--- src/rtl/core/i2crts_pkg.sv ---
// Package: shared types and codes of the I2C register transaction sequencer.
`timescale 1ns / 1ps

package i2crts_pkg;

    localparam logic [1:0] KIND_COMMAND  = 2'd0;
    localparam logic [1:0] KIND_BUS_FREE = 2'd1;
    localparam logic [1:0] KIND_XFER     = 2'd2;

    localparam logic [1:0] EV_COMMAND  = 2'd0;
    localparam logic [1:0] EV_BUS_FREE = 2'd1;
    localparam logic [1:0] EV_XFER     = 2'd2;

    localparam logic [2:0] ACT_START   = 3'd0;
    localparam logic [2:0] ACT_SEND    = 3'd1;
    localparam logic [2:0] ACT_RESTART = 3'd2;
    localparam logic [2:0] ACT_RX_ACK  = 3'd3;
    localparam logic [2:0] ACT_RX_NACK = 3'd4;
    localparam logic [2:0] ACT_STOP    = 3'd5;

    typedef struct packed {
        logic [1:0] kind;
        logic       op;
        logic [7:0] device_address;
        logic [7:0] register_index;
        logic [7:0] write_value;
        logic [7:0] read_length;
        logic       byte_acked;
        logic [7:0] received_byte;
    } in_word_t;

    typedef struct packed {
        logic [2:0] action;
        logic [7:0] tx_byte;
        logic [7:0] data_byte;
        logic       data_valid;
        logic       done_res;
        logic       success;
    } out_word_t;

    typedef struct packed {
        logic [1:0] ev;
        logic       op;
        logic [7:0] device_address;
        logic [7:0] register_index;
        logic [7:0] write_value;
        logic [7:0] read_length;
        logic       byte_acked;
        logic [7:0] received_byte;
    } event_t;

endpackage

--- src/rtl/core/i2crts_front.sv ---
// Front end: accepts input words, drops undefined kinds, queues events.
`timescale 1ns / 1ps

module i2crts_front
(
    input  logic               in_valid,
    output logic               in_ready,
    input  i2crts_pkg::in_word_t in_word,
    output logic               q_push,
    output i2crts_pkg::event_t q_word,
    input  logic               q_ready
);
    import i2crts_pkg::*;

    logic known_kind;

    assign known_kind = (in_word.kind == KIND_COMMAND) || (in_word.kind == KIND_BUS_FREE)
                     || (in_word.kind == KIND_XFER);

    assign in_ready = q_ready;
    assign q_push   = in_valid && q_ready && known_kind;

    always_comb
    begin
        q_word.ev = EV_XFER;
        unique case (in_word.kind)
            KIND_COMMAND:  q_word.ev = EV_COMMAND;
            KIND_BUS_FREE: q_word.ev = EV_BUS_FREE;
            default:       q_word.ev = EV_XFER;
        endcase
        q_word.op             = in_word.op;
        q_word.device_address = in_word.device_address;
        q_word.register_index = in_word.register_index;
        q_word.write_value    = in_word.write_value;
        q_word.read_length    = in_word.read_length;
        q_word.byte_acked     = in_word.byte_acked;
        q_word.received_byte  = in_word.received_byte;
    end

endmodule

--- src/rtl/core/i2crts_queue.sv ---
// Event queue between front end and sequencer back end.
`timescale 1ns / 1ps

module i2crts_queue
#(
    parameter int DEPTH = 4
)
(
    input  logic               clk,
    input  logic               rst_n,
    input  logic               push,
    output logic               push_ready,
    input  i2crts_pkg::event_t push_word,
    output logic               pop_valid,
    input  logic               pop,
    output i2crts_pkg::event_t pop_word
);
    import i2crts_pkg::*;

    localparam int PW = (DEPTH > 1) ? $clog2(DEPTH) : 1;
    localparam int CW = $clog2(DEPTH + 1);

    event_t          mem [DEPTH];
    logic [PW-1:0]   wr_ptr_reg, wr_ptr_next;
    logic [PW-1:0]   rd_ptr_reg, rd_ptr_next;
    logic [CW-1:0]   count_reg, count_next;
    logic            do_push, do_pop;

    assign push_ready = (count_reg != CW'(DEPTH));
    assign pop_valid  = (count_reg != '0);
    assign pop_word   = mem[rd_ptr_reg];
    assign do_push    = push && push_ready;
    assign do_pop     = pop && pop_valid;

    always_comb
    begin
        wr_ptr_next = wr_ptr_reg;
        rd_ptr_next = rd_ptr_reg;
        count_next  = count_reg;
        if (do_push)
        begin
            wr_ptr_next = (wr_ptr_reg == PW'(DEPTH - 1)) ? '0 : wr_ptr_reg + 1'b1;
        end
        if (do_pop)
        begin
            rd_ptr_next = (rd_ptr_reg == PW'(DEPTH - 1)) ? '0 : rd_ptr_reg + 1'b1;
        end
        if (do_push && !do_pop)
        begin
            count_next = count_reg + 1'b1;
        end
        else if (do_pop && !do_push)
        begin
            count_next = count_reg - 1'b1;
        end
    end

    always_ff @(posedge clk or negedge rst_n)
    begin
        if (!rst_n)
        begin
            wr_ptr_reg <= '0;
            rd_ptr_reg <= '0;
            count_reg  <= '0;
        end
        else
        begin
            wr_ptr_reg <= wr_ptr_next;
            rd_ptr_reg <= rd_ptr_next;
            count_reg  <= count_next;
        end
    end

    always_ff @(posedge clk)
    begin
        if (do_push)
        begin
            mem[wr_ptr_reg] <= push_word;
        end
    end

endmodule

--- src/rtl/core/i2crts_back.sv ---
// Back end: transaction state machine and registered output word.
`timescale 1ns / 1ps

module i2crts_back
(
    input  logic                  clk,
    input  logic                  rst_n,
    input  logic                  q_valid,
    output logic                  q_pop,
    input  i2crts_pkg::event_t    q_word,
    output logic                  out_valid,
    input  logic                  out_ready,
    output i2crts_pkg::out_word_t out_word
);
    import i2crts_pkg::*;

    localparam logic [2:0] PH_IDLE    = 3'd0;
    localparam logic [2:0] PH_WAITBUS = 3'd1;
    localparam logic [2:0] PH_ADDR    = 3'd2;
    localparam logic [2:0] PH_REG     = 3'd3;
    localparam logic [2:0] PH_VALUE   = 3'd4;
    localparam logic [2:0] PH_RADDR   = 3'd5;
    localparam logic [2:0] PH_RECV    = 3'd6;

    logic [2:0] phase_reg, phase_next;
    logic       is_read_reg, is_read_next;
    logic [7:0] addr_reg, addr_next;
    logic [7:0] regidx_reg, regidx_next;
    logic [7:0] value_reg, value_next;
    logic [7:0] left_reg, left_next;
    logic       out_valid_reg, out_valid_next;
    out_word_t  out_word_reg;
    out_word_t  res;
    logic       has_res;
    logic [7:0] left_dec;

    assign q_pop     = q_valid && (!out_valid_reg || out_ready);
    assign out_valid = out_valid_reg;
    assign out_word  = out_word_reg;
    assign left_dec  = left_reg - 8'd1;

    always_comb
    begin
        phase_next   = phase_reg;
        is_read_next = is_read_reg;
        addr_next    = addr_reg;
        regidx_next  = regidx_reg;
        value_next   = value_reg;
        left_next    = left_reg;
        has_res      = 1'b0;
        res          = '0;
        res.action   = ACT_STOP;
        unique case (q_word.ev)
            EV_COMMAND:
            begin
                if (phase_reg == PH_IDLE)
                begin
                    is_read_next = q_word.op;
                    addr_next    = q_word.device_address;
                    regidx_next  = q_word.register_index;
                    value_next   = q_word.write_value;
                    left_next    = q_word.read_length;
                    phase_next   = PH_WAITBUS;
                end
            end
            EV_BUS_FREE:
            begin
                if (phase_reg == PH_WAITBUS)
                begin
                    phase_next  = PH_ADDR;
                    has_res     = 1'b1;
                    res.action  = ACT_START;
                    res.tx_byte = addr_reg;
                end
            end
            EV_XFER:
            begin
                unique case (phase_reg)
                    PH_ADDR:
                    begin
                        has_res = 1'b1;
                        if (!q_word.byte_acked)
                        begin
                            phase_next   = PH_IDLE;
                            res.done_res = 1'b1;
                        end
                        else
                        begin
                            phase_next  = PH_REG;
                            res.action  = ACT_SEND;
                            res.tx_byte = regidx_reg;
                        end
                    end
                    PH_REG:
                    begin
                        has_res = 1'b1;
                        if (!q_word.byte_acked)
                        begin
                            phase_next   = PH_IDLE;
                            res.done_res = 1'b1;
                        end
                        else if (is_read_reg)
                        begin
                            phase_next  = PH_RADDR;
                            res.action  = ACT_RESTART;
                            res.tx_byte = addr_reg + 8'd1;
                        end
                        else
                        begin
                            phase_next  = PH_VALUE;
                            res.action  = ACT_SEND;
                            res.tx_byte = value_reg;
                        end
                    end
                    PH_VALUE:
                    begin
                        has_res      = 1'b1;
                        phase_next   = PH_IDLE;
                        res.done_res = 1'b1;
                        res.success  = q_word.byte_acked;
                    end
                    PH_RADDR:
                    begin
                        has_res = 1'b1;
                        if (!q_word.byte_acked || (left_reg == 8'd0))
                        begin
                            phase_next   = PH_IDLE;
                            res.done_res = 1'b1;
                        end
                        else
                        begin
                            phase_next = PH_RECV;
                            res.action = (left_reg == 8'd1) ? ACT_RX_NACK : ACT_RX_ACK;
                        end
                    end
                    PH_RECV:
                    begin
                        has_res        = 1'b1;
                        left_next      = left_dec;
                        res.data_byte  = q_word.received_byte;
                        res.data_valid = 1'b1;
                        if (left_dec == 8'd0)
                        begin
                            phase_next   = PH_IDLE;
                            res.done_res = 1'b1;
                            res.success  = 1'b1;
                        end
                        else
                        begin
                            res.action = (left_dec == 8'd1) ? ACT_RX_NACK : ACT_RX_ACK;
                        end
                    end
                    default:
                    begin
                        has_res = 1'b0;
                    end
                endcase
            end
            default:
            begin
                has_res = 1'b0;
            end
        endcase
    end

    always_comb
    begin
        if (q_pop && has_res)
        begin
            out_valid_next = 1'b1;
        end
        else if (out_ready)
        begin
            out_valid_next = 1'b0;
        end
        else
        begin
            out_valid_next = out_valid_reg;
        end
    end

    always_ff @(posedge clk or negedge rst_n)
    begin
        if (!rst_n)
        begin
            phase_reg     <= PH_IDLE;
            is_read_reg   <= 1'b0;
            addr_reg      <= '0;
            regidx_reg    <= '0;
            value_reg     <= '0;
            left_reg      <= '0;
            out_valid_reg <= 1'b0;
        end
        else
        begin
            out_valid_reg <= out_valid_next;
            if (q_pop)
            begin
                phase_reg   <= phase_next;
                is_read_reg <= is_read_next;
                addr_reg    <= addr_next;
                regidx_reg  <= regidx_next;
                value_reg   <= value_next;
                left_reg    <= left_next;
            end
        end
    end

    always_ff @(posedge clk)
    begin
        if (q_pop && has_res)
        begin
            out_word_reg <= res;
        end
    end

endmodule

--- src/rtl/core/i2crts_top.sv ---
// Top level of the I2C register transaction sequencer.
`timescale 1ns / 1ps

// I2C master register transaction sequencer. Input words carry either a
// register command or a bus engine event (bus free, byte transfer done);
// each event yields at most one output word naming the next bus action,
// any received byte, and the final status. Words are taken at one per
// cycle while the output side is not stalled: a small event queue of
// QUEUE_DEPTH entries feeds the sequencer state machine, which handles
// one event per cycle, when not stalled, into a registered output word.
// An input word is written into the queue and its result then into the
// output register; while the output side stalls, up to QUEUE_DEPTH
// further input words are still taken.
module i2c_register_transaction_sequencer_top
#(
    parameter int QUEUE_DEPTH = 4
)
(
    input  logic                  clk,
    input  logic                  rst_n,
    input  logic                  in_valid,
    output logic                  in_ready,
    input  i2crts_pkg::in_word_t  in_word,
    output logic                  out_valid,
    input  logic                  out_ready,
    output i2crts_pkg::out_word_t out_word
);
    import i2crts_pkg::*;

    logic   push, push_ready, pop_valid, pop;
    event_t push_word, pop_word;

    i2crts_front u_front
    (
        .in_valid (in_valid),
        .in_ready (in_ready),
        .in_word  (in_word),
        .q_push   (push),
        .q_word   (push_word),
        .q_ready  (push_ready)
    );

    i2crts_queue #(.DEPTH(QUEUE_DEPTH)) u_queue
    (
        .clk        (clk),
        .rst_n      (rst_n),
        .push       (push),
        .push_ready (push_ready),
        .push_word  (push_word),
        .pop_valid  (pop_valid),
        .pop        (pop),
        .pop_word   (pop_word)
    );

    i2crts_back u_back
    (
        .clk       (clk),
        .rst_n     (rst_n),
        .q_valid   (pop_valid),
        .q_pop     (pop),
        .q_word    (pop_word),
        .out_valid (out_valid),
        .out_ready (out_ready),
        .out_word  (out_word)
    );

endmodule

--- config.mk ---
export PLATFORM = sky130hd
export DESIGN_NAME = i2c_register_transaction_sequencer_top
export DESIGN_NICKNAME = d
export VERILOG_FILES = /design/src/rtl/core/i2crts_pkg.sv /design/src/rtl/core/i2crts_front.sv /design/src/rtl/core/i2crts_queue.sv /design/src/rtl/core/i2crts_back.sv /design/src/rtl/core/i2crts_top.sv
export SDC_FILE = /design/constraint.sdc
export NUM_CORES = 1
export LEC_CHECK = 0
export ABC_AREA = 1
export BUFFER_PORTS_ARGS = -buffer_cell sky130_fd_sc_hd__buf_4
export CORE_MARGIN = 4
export CORE_UTILIZATION = 55
export DETAILED_ROUTE_END_ITERATION = 6
export PLACE_DENSITY = 0.79
export SYNTH_ARGS = -nofsm -noshare
export SYNTH_HDL_FRONTEND = slang
export SYNTH_SLANG_ARGS = --single-unit
--- constraint.sdc ---
create_clock -name clk -period 4.85 [get_ports clk]
set_input_delay 1.2125 -clock clk [delete_from_list [all_inputs] [get_ports clk]]
set_output_delay 1.2125 -clock clk [all_outputs]
set_load 0.01 [all_outputs]
==> flow_summary.toml, run 1 <==
[outcome]
outcome = "finished clean"

[pwr]
p_total_uw = 7490
worst_ir_drop_vdd_uv = 388
leakagePower_uw = 0.00441
power_density_mw_per_mm2 = 635

[route]
antenna_left = 0
drt_pass1_iterations = 5
drtIter0Drc = 607
post-route-drc-count = 0
vias_per_cell = 5.65
vias = 6800
wl_per_cell_um = 18.0
routed_wl_um = 21700

[global_routing]
overflow = 0
grt_pass1_wl_um = 35100
antenna_found_initial = 0
grt_pass1_vias = 6852
track_usage_pct = 21.4
grt_start_max_net_pins = 51

[critical_path]
critPathMaxStageDelay_ps = 940
cp_max_fo = 46
cp_cell_sequence = "inv_2, buf_4, nand2_1, a32oi_1, inv_1, ha_1, o21ai_0, nand2_1, nand3_1, inv_1"
worst_path_max_delay_cell = "dfrtp_2"
critical_path_class = "flip-flop to flip-flop"
cp.required_ps = 4980
end_kind = "flip-flop"
arrival_ps = 4160
path_buf_inv = 4
cp-start-kind = "flip-flop"
critPathTopFamily = "buffers and inverters"

[finish]
fillCellCount = 1297
final_util_pct = 65.2
area_growth_pct = 15.7
largest_reg_flops = 176
antenna_cells = 0
final_nets = 1019
layout-drive-gt1-share_pct = 15.7

[placed_design]
port_buffers = 71
dpl.hpwl_um = 13800
gp_congestion = 0.929

[logic_synthesis]
syn_area_per_cell_um2 = 11.5
synth_edf_count = 198
synthFlopType = "edfxtp_1"
synth_top_cell_by_area = "edfxtp_1"
synth.area.top_cells = "edfxtp_1 (58%), dfrtp_1 (11%), nor2_1 (6.0%)"
syn_nets = 950
async_reset_ff_share_pct = 18.2
yosysUniqueCellTypes = 41
synth_seq_cells = 242
syn_inst = 887
synth_top_area_share_pct = 58.3
synth_warnings = 0
synth_area_mm2 = 0.0102
seq_area_frac_synth_pct = 69.1

[clock_tree]
clock_sinks = 242
htreeDepth = 1
cts_hold_buf = 0
clkTransAtPathRegs_ps = 60
cts_buffers = 25
cts_tree = "yes"
clk_latency_ps = 520
clockBufferDepth = 3
cts_resized = 0
root_buffer = "clkbuf_16"
postCtsSetupBuffers = 0

[timing]
final.setup_skew_ps = 27.2
fmaxAchievable_mhz = 248
hold_violations = 0
min_period_over_period_pct = 83.3
max_slew.worst_pin.slew_ps = 1020
setup-tns-final_ps = 0
setup_viol = 0
drv_slew = 0
rsz0062_at_grt = "no"
worst_slew_margin_rel_pct = 32.1
hold_slack_ps = 539
period_needed_ps = 4040

[floorplan]
fp.dieH_um = 144
core_mm2 = 0.0181
ios = 72
die_area_mm2 = 0.0208
start_util_pct = 56.4
die-width_um = 144
placementRows = 49

[job]
cap_violations = 0

[hold_path]
hp-class = "flip-flop to flip-flop"
[cells by family (layout without fill, tap and decap cells)]
| kind of cell | count (synthesis) | count (layout) | synth area share, % |
|---|---|---|---|
| compound gates | 194 | 194 | 10.7 |
| xor+xnor | 8 | 8 | 0.687 |
| fa+ha+maj | 15 | 15 | 1.92 |
| buf+inv | 100 | 188 | 3.92 |
| flops | 242 | 242 | 69.1 |
| mux | 4 | 4 | 0.405 |
| simple gates | 324 | 324 | 13.3 |
[final timing paths]
kind | from | cells after the start | endpoint | slack [ps]
max in group asynchronous | rst_n | 1 | u_queue.rd_ptr_reg[0] | 3730
min in group asynchronous | rst_n | 1 | u_back.left_reg[2] | 690
worst min register to register | u_queue.count_reg[0] | 1 | u_queue.count_reg[0] | 540
worst max register to register | u_queue.rd_ptr_reg[0] | 10 | u_back.out_word[20] | 810
worst min-delay path | u_queue.count_reg[0] | 1 | u_queue.count_reg[0] | 540
worst max-delay path | u_queue.rd_ptr_reg[0] | 10 | u_back.out_word[20] | 810
[worst reg2reg max path, stage by stage (launching register included)]
cell	delay, ps
dfrtp_2	940
inv_2	130
buf_4	280
nand2_1	90
a32oi_1	140
inv_1	120
ha_1	840
o21ai_0	210
nand2_1	110
nand3_1	100
inv_1	700
[final cells by class]
| class | count | area, um^2 | share of cell area (%) |
|---|---|---|---|
| well taps | 229 | 287 | 2.43 |
| repair buffers | 83 | 623 | 5.28 |
| clock buffers | 35 | 703 | 5.96 |
| inverters | 59 | 221 | 1.88 |
| clock inverters | 11 | 133 | 1.12 |
| multi-input cells | 545 | 2780 | 23.5 |
| flip-flops and latches | 242 | 7050 | 59.8 |
[power breakdown]
group / total [uW] / internal, uW / switching, uW / leakage [uW]
sequential: 3040 / 2760 / 286 / 0.00234
combinational: 2540 / 816 / 1720 / 0.00165
clock: 1910 / 1170 / 738 / 0.000416
[cell usage after synthesis, types with 3 or more instances]
cell,number
clkbuf_1,23
inv_1,52
nand3_1,38
xor2_1,6
o22ai_1,17
nor2_4,3
mux2i_1,3
o221ai_1,6
ha_1,14
edfxtp_1,198
nand4_1,3
o21ai_0,116
nor2_1,163
dfrtp_1,44
nand2_2,7
a31oi_1,11
buf_1,4
o21ai_2,3
nand2_1,102
inv_2,6
buf_2,12
a21oi_1,28
[stage by stage]
step | std cells | cell area (um^2) | setup WS (ps)
after global routing | 1204 | 11800 | 503
after CTS | 1204 | 11800 | 840
after detailed placement | 1158 | 11000 | 897
final | 1204 | 11800 | 811
after floorplan | 887 | 10200 | 811
after global placement | 1158 | 11000 | 1010
[layer usage]
| layer | wire, um | global-route usage [%] | vias up |
|---|---|---|---|
| met5 | 0 | 0 | - |
| met4 | 512 | 6.33 | 0 |
| met3 | 1380 | 3.21 | 47 |
| met2 | 10800 | 36.3 | 251 |
| met1 | 9010 | 28.9 | 3255 |
| li1 | - | - | 3247 |
[placed cells by master, fill, tap and decap left out, types with 4 or more instances in the layout]
master / n
a21oi_1: 28
a31oi_1: 11
buf_4: 83
clkbuf_1: 6
clkbuf_16: 25
clkbuf_8: 4
clkinv_2: 6
dfrtp_1: 43
edfxtp_1: 198
ha_1: 14
inv_1: 52
inv_2: 6
nand2_1: 102
nand2_2: 7
nand3_1: 38
nor2_1: 159
nor2_4: 7
o21ai_0: 116
o221ai_1: 6
o22ai_1: 17
xor2_1: 6
No activity file was read; power rests on OpenSTA's default activity.
==> inputs of run 2 (changes only) <==
--- a/config.mk
+++ b/config.mk
@@ -8,9 +8,9 @@
 export ABC_AREA = 1
 export BUFFER_PORTS_ARGS = -buffer_cell sky130_fd_sc_hd__buf_4
 export CORE_MARGIN = 4
-export CORE_UTILIZATION = 55
+export CORE_UTILIZATION = 54
 export DETAILED_ROUTE_END_ITERATION = 6
-export PLACE_DENSITY = 0.79
+export PLACE_DENSITY = 0.8
 export SYNTH_ARGS = -nofsm -noshare
 export SYNTH_HDL_FRONTEND = slang
 export SYNTH_SLANG_ARGS = --single-unit
==> constraint.sdc (replaced) <==
create_clock -name clk -period 3.4 [get_ports clk]
set_input_delay 0.85 -clock clk [delete_from_list [all_inputs] [get_ports clk]]
set_output_delay 0.85 -clock clk [all_outputs]
set_load 0.01 [all_outputs]
==> flow_summary.toml, run 2 (synthesis gave the netlist of run 1 again) <==
[floorplan]
ios = 72
placementRows = 49
core_mm2 = 0.0183
die-width_um = 145
die_area_mm2 = 0.0211
fp.dieH_um = 145
start_util_pct = 55.8

[route]
drt_pass1_iterations = 5
vias = 6903
wl_per_cell_um = 18.6
routed_wl_um = 22500
post-route-drc-count = 0
antenna_left = 0
drtIter0Drc = 688
vias_per_cell = 5.71

[critical_path]
crit_top_cell = "inv_1"
ff2ff_path_depth = 7
critPathMaxStageDelay_ps = 740
reg2reg_slack_ps = 470
critical_path_class = "flip-flop to flip-flop"
crit_start = "u_queue.rd_ptr_reg[0]"
cp-start-kind = "flip-flop"
end_kind = "flip-flop"
arrival_ps = 3060
cp_max_fo = 22
worst_path_max_delay_cell = "inv_1"
timing.rr.start = "u_queue.rd_ptr_reg[0]"
cp.required_ps = 3530
cp_cell_sequence = "inv_2, nand2_1, a32oi_1, inv_1, ha_1, nand3_1, inv_1"
r2r_end = "u_back.out_word[19]"

[placed_design]
pre_cts_ws_ps = 534
port_buffers = 71
dpl.hpwl_um = 14200
gp_congestion = 0.973
placed_area_mm2 = 0.0110

[finish]
finalInstanceArea_mm2 = 0.0118
final_nets = 1025
fillCellCount = 1404
layout-drive-gt1-share_pct = 15.6
final_common_cell = "edfxtp_1"
antenna_cells = 0
multi_input_area_mm2 = 0.00278
largest_reg_flops = 176
final_util_pct = 64.5
final_cell_mix = "edfxtp_1 (198), nor2_1 (159), o21ai_0 (116)"
ff_latch_area_mm2 = 0.00705
area_growth_pct = 15.7

[timing]
period_needed_ps = 2930
min_period_over_period_pct = 86.2
setup-tns-final_ps = 0
max_slew.worst_pin.slew_ps = 993
hold_violations = 0
setup_viol = 0
timing.final.ws_setup_ps = 470
drv_slew = 0
rsz0062_at_grt = "no"
final.setup_skew_ps = 22.1
fmaxAchievable_mhz = 341
worst_slew_margin_rel_pct = 33.7
hold_slack_ps = 339

[clock_tree]
cts_buffers = 25
cts_hold_buf = 0
htreeDepth = 1
cts_resized = 0
clockBufferDepth = 3
clk_latency_ps = 520
clock_sinks = 242
root_buffer = "clkbuf_16"
postCtsSetupBuffers = 0
clkTransAtPathRegs_ps = 60
cts_tree = "yes"

[global_routing]
grt_start_max_net_pins = 51
track_usage_pct = 21.1
grt_pass1_vias = 7009
antenna_found_initial = 0
overflow = 0
grt_pass1_wl_um = 36100

[outcome]
outcome = "finished clean"

[job]
cap_violations = 0

[pwr]
power_density_mw_per_mm2 = 905
worst_ir_drop_vdd_uv = 524
leakagePower_uw = 0.00441

[hold_path]
hp-class = "input pin to asynchronous set/reset pin"
-- run 2: cell count changes in the layout (fill, tap and decap cells not counted), sizes merged --
cell | before | now
buf | 83 | 89
clkinv | 8 | 5
bufinv | 3 | 2
clkbuf | 35 | 36
clkinvlp | 0 | 1
-- run 2: worst max path at each step --
stage | endpoint | slack (ps)
finish | u_back.out_word[19] | 470
global route | u_back.out_word[19] | 240
CTS | u_back.out_word[19] | 470
detailed placement | u_back.out_word[6] | 530
global placement | u_back.out_word[4] | 600
floorplan | u_queue.mem[0][0] | -280
-- run 2: final cells by class --
| cell class | count | area share [%] |
|---|---|---|
| Sequential cell | 242 | 59.8 |
| Clock buffer | 36 | 5.91 |
| Clock inverter | 8 | 0.785 |
| Tap cell | 229 | 2.43 |
| Timing Repair Buffer | 89 | 5.67 |
| Multi-Input combinational cell | 545 | 23.5 |
| Inverter | 59 | 1.88 |
-- run 2: worst max-delay path: cells and delay by family (launching register included) --
family	cells	cell delay (ps)
buffers and inverters	3	1110
DFF	1	530
adders and majority gates	1	360
AOI/OAI and AO/OA	1	300
and+or+nand+nor	2	220
-- run 2: metrics by stage --
stage / std cells / power [uW]
detailed placement: 1164 / 8020
global route: 1208 / 11300
floorplan: 887 / 6910
finish: 1208 / 10700
CTS: 1208 / 10700
global placement: 1164 / 7880
-- run 2: power breakdown --
| part | switching [uW] | internal (uW) |
|---|---|---|
| registers | 368 | 3930 |
| logic | 2520 | 1200 |
| clock network | 1070 | 1570 |
| total | 3960 | 6700 |
-- run 2: metal layers --
layer  up-vias  global-route usage (%)  part of all wire (%)
met1      3334                    26.6                    40
met4         0                    7.26                   2.7
li1       3251                       -                     -
met5         -                       0                     0
met2       270                    37.0                    50
met3        48                    4.05                   6.8
==> inputs of run 3 (changes only) <==
--- a/config.mk
+++ b/config.mk
@@ -8,9 +8,9 @@
 export ABC_AREA = 1
 export BUFFER_PORTS_ARGS = -buffer_cell sky130_fd_sc_hd__buf_4
 export CORE_MARGIN = 4
-export CORE_UTILIZATION = 54
+export CORE_UTILIZATION = 45
 export DETAILED_ROUTE_END_ITERATION = 6
-export PLACE_DENSITY = 0.8
+export PLACE_DENSITY = 0.7
 export SYNTH_ARGS = -nofsm -noshare
 export SYNTH_HDL_FRONTEND = slang
 export SYNTH_SLANG_ARGS = --single-unit
==> flow_summary.toml, run 3 (synthesis gave the netlist of run 1 again) <==
[global_routing]
overflow = 0
grt_start_max_net_pins = 75
track_usage_pct = 17.3
antenna_found_initial = 0
grt_pass1_vias = 6476
grt_pass1_wl_um = 34300

[route]
routed_wl_um = 21600
vias = 6676
antenna_left = 0
drt_pass1_iterations = 5
wl_per_cell_um = 17.2
post-route-drc-count = 0
drtIter0Drc = 513
vias_per_cell = 5.31

[timing]
fmaxAchievable_mhz = 361
max_slew.worst_pin.slew_ps = 724
rsz0062_at_grt = "no"
min_period_over_period_pct = 81.4
worst_slew_margin_rel_pct = 51.7
hold_violations = 0
period_needed_ps = 2770
drv_slew = 0
final.setup_skew_ps = 12.1
hold_slack_ps = 325
setup_viol = 0

[floorplan]
die-width_um = 158
fp.dieH_um = 158
die_area_mm2 = 0.0251
ios = 72
core_mm2 = 0.0220
start_util_pct = 46.3
placementRows = 54

[finish]
antenna_cells = 0
final_cell_mix = "edfxtp_1 (198), nor2_1 (159), o21ai_0 (116)"
layout-drive-gt1-share_pct = 16.2
final_nets = 1024
area_growth_pct = 16.9
final_common_cell = "edfxtp_1"
largest_reg_flops = 176

[pwr]
comb_power_share_pct = 34.1
leakagePower_uw = 0.00443
p_sw_uw = 3930
worst_ir_drop_vdd_uv = 410
p_total_uw = 10700
clkPwrFrac_pct = 26.1
internal_power_uw = 6820
power_density_mw_per_mm2 = 902
p_seq_share_pct = 39.9
swShare_pct = 36.6

[critical_path]
end_kind = "flip-flop"
cp_max_fo = 28
reg2reg_slack_ps = 630
path_buf_inv = 3
timing.rr.start = "u_queue.rd_ptr_reg[1]"
arrival_ps = 3120
cp.required_ps = 3750
cp_cell_sequence = "inv_2, a21oi_1, a32oi_1, ha_1, inv_1, nor2_1, inv_1, a21oi_1"
cp-start-kind = "flip-flop"
worst_path_max_delay_cell = "inv_2"
crit_cells = 8
crit_start = "u_queue.rd_ptr_reg[1]"
critPathMaxStageDelay_ps = 410
critPathTopFamily = "buffers and inverters"
critical_path_class = "flip-flop to flip-flop"
ff2ff_path_depth = 8
worstSetupEndpoint = "u_back.out_word[4]"
r2r_end = "u_back.out_word[4]"

[clock_tree]
cts_hold_buf = 0
root_buffer = "clkbuf_16"
clock_sinks = 242
cts_buffers = 25
cts_resized = 0
clk_latency_ps = 520
htreeDepth = 1
postCtsSetupBuffers = 0
clockBufferDepth = 3
clkTransAtPathRegs_ps = 60
cts_tree = "yes"

[placed_design]
port_buffers = 71
dpl.hpwl_um = 13600
gp_congestion = 0.899

[job]
cap_violations = 0

[hold_path]
hp-class = "input pin to asynchronous set/reset pin"

[outcome]
outcome = "finished clean"
## run 3: cell types whose count changed in the layout (fill, tap and decap cells not counted), moves of 2 or more
cell       previous run  this run
buf_4                89        87
clkinv_4              0         3
clkinv_1              4         1
clkbuf_8              3         1
clkinv_2              1         3
bufinv_16             2         4
clkbuf_1              8         5
## run 3: how the worst min path moves through the flow
stage	endpoint	slack, ps	cells after the start
2_1_floorplan	u_back.regidx_reg[1]	490	2
3_3_place_gp	u_back.regidx_reg[1]	520	2
3_5_place_dp	u_back.regidx_reg[1]	530	2
4_1_cts	u_back.left_reg[6]	350	1
5_1_grt	u_back.left_reg[5]	360	1
6_report	u_back.left_reg[6]	320	1
## run 3: final cells by class
class,count,area [um^2]
multi-input cells,545,2780
inverters,59,221
repair buffers,88,673
fillers,1822,10100
clock inverters,13,185
flip-flops and latches,242,7050
well taps,280,350
clock buffers,31,658
## run 3: per-layer routing
metal / wire length [um] / share of wire, % / track usage [%] / up-vias
met4: 333 / 1.5 / 4.14 / 0
met2: 10400 / 48 / 28.7 / 165
li1: - / - / - / 3248
met3: 1220 / 5.6 / 2.85 / 26
met5: 0 / 0 / 0 / -
met1: 9640 / 45 / 24.2 / 3237
## run 3: power by group through the flow
| stage | Combinational, uW | Sequential, uW | Clock, uW |
|---|---|---|---|
| 4_1_cts | 3690 | 4280 | 2850 |
| 3_3_place_gp | 3590 | 4320 | 0 |
| 6_report | 3660 | 4290 | 2800 |
| 2_1_floorplan | 2670 | 4240 | 0 |
| 3_5_place_dp | 3660 | 4330 | 0 |
| 5_1_grt | 4170 | 4340 | 2980 |
## run 3: stage by stage
stage / setup slack, ps / util, % / TNS (ps) / instance area [um^2] / cells
CTS: 622 / 54.1 / 0 / 11900 / 1258
detailed placement: 636 / 50.3 / 0 / 11100 / 1214
global route: 321 / 54.1 / 0 / 11900 / 1258
finish: 633 / 54.1 / 0 / 11900 / 1258
floorplan: -277 / - / -48670 / 10200 / 887
global placement: 617 / 50.3 / 0 / 11100 / 1214
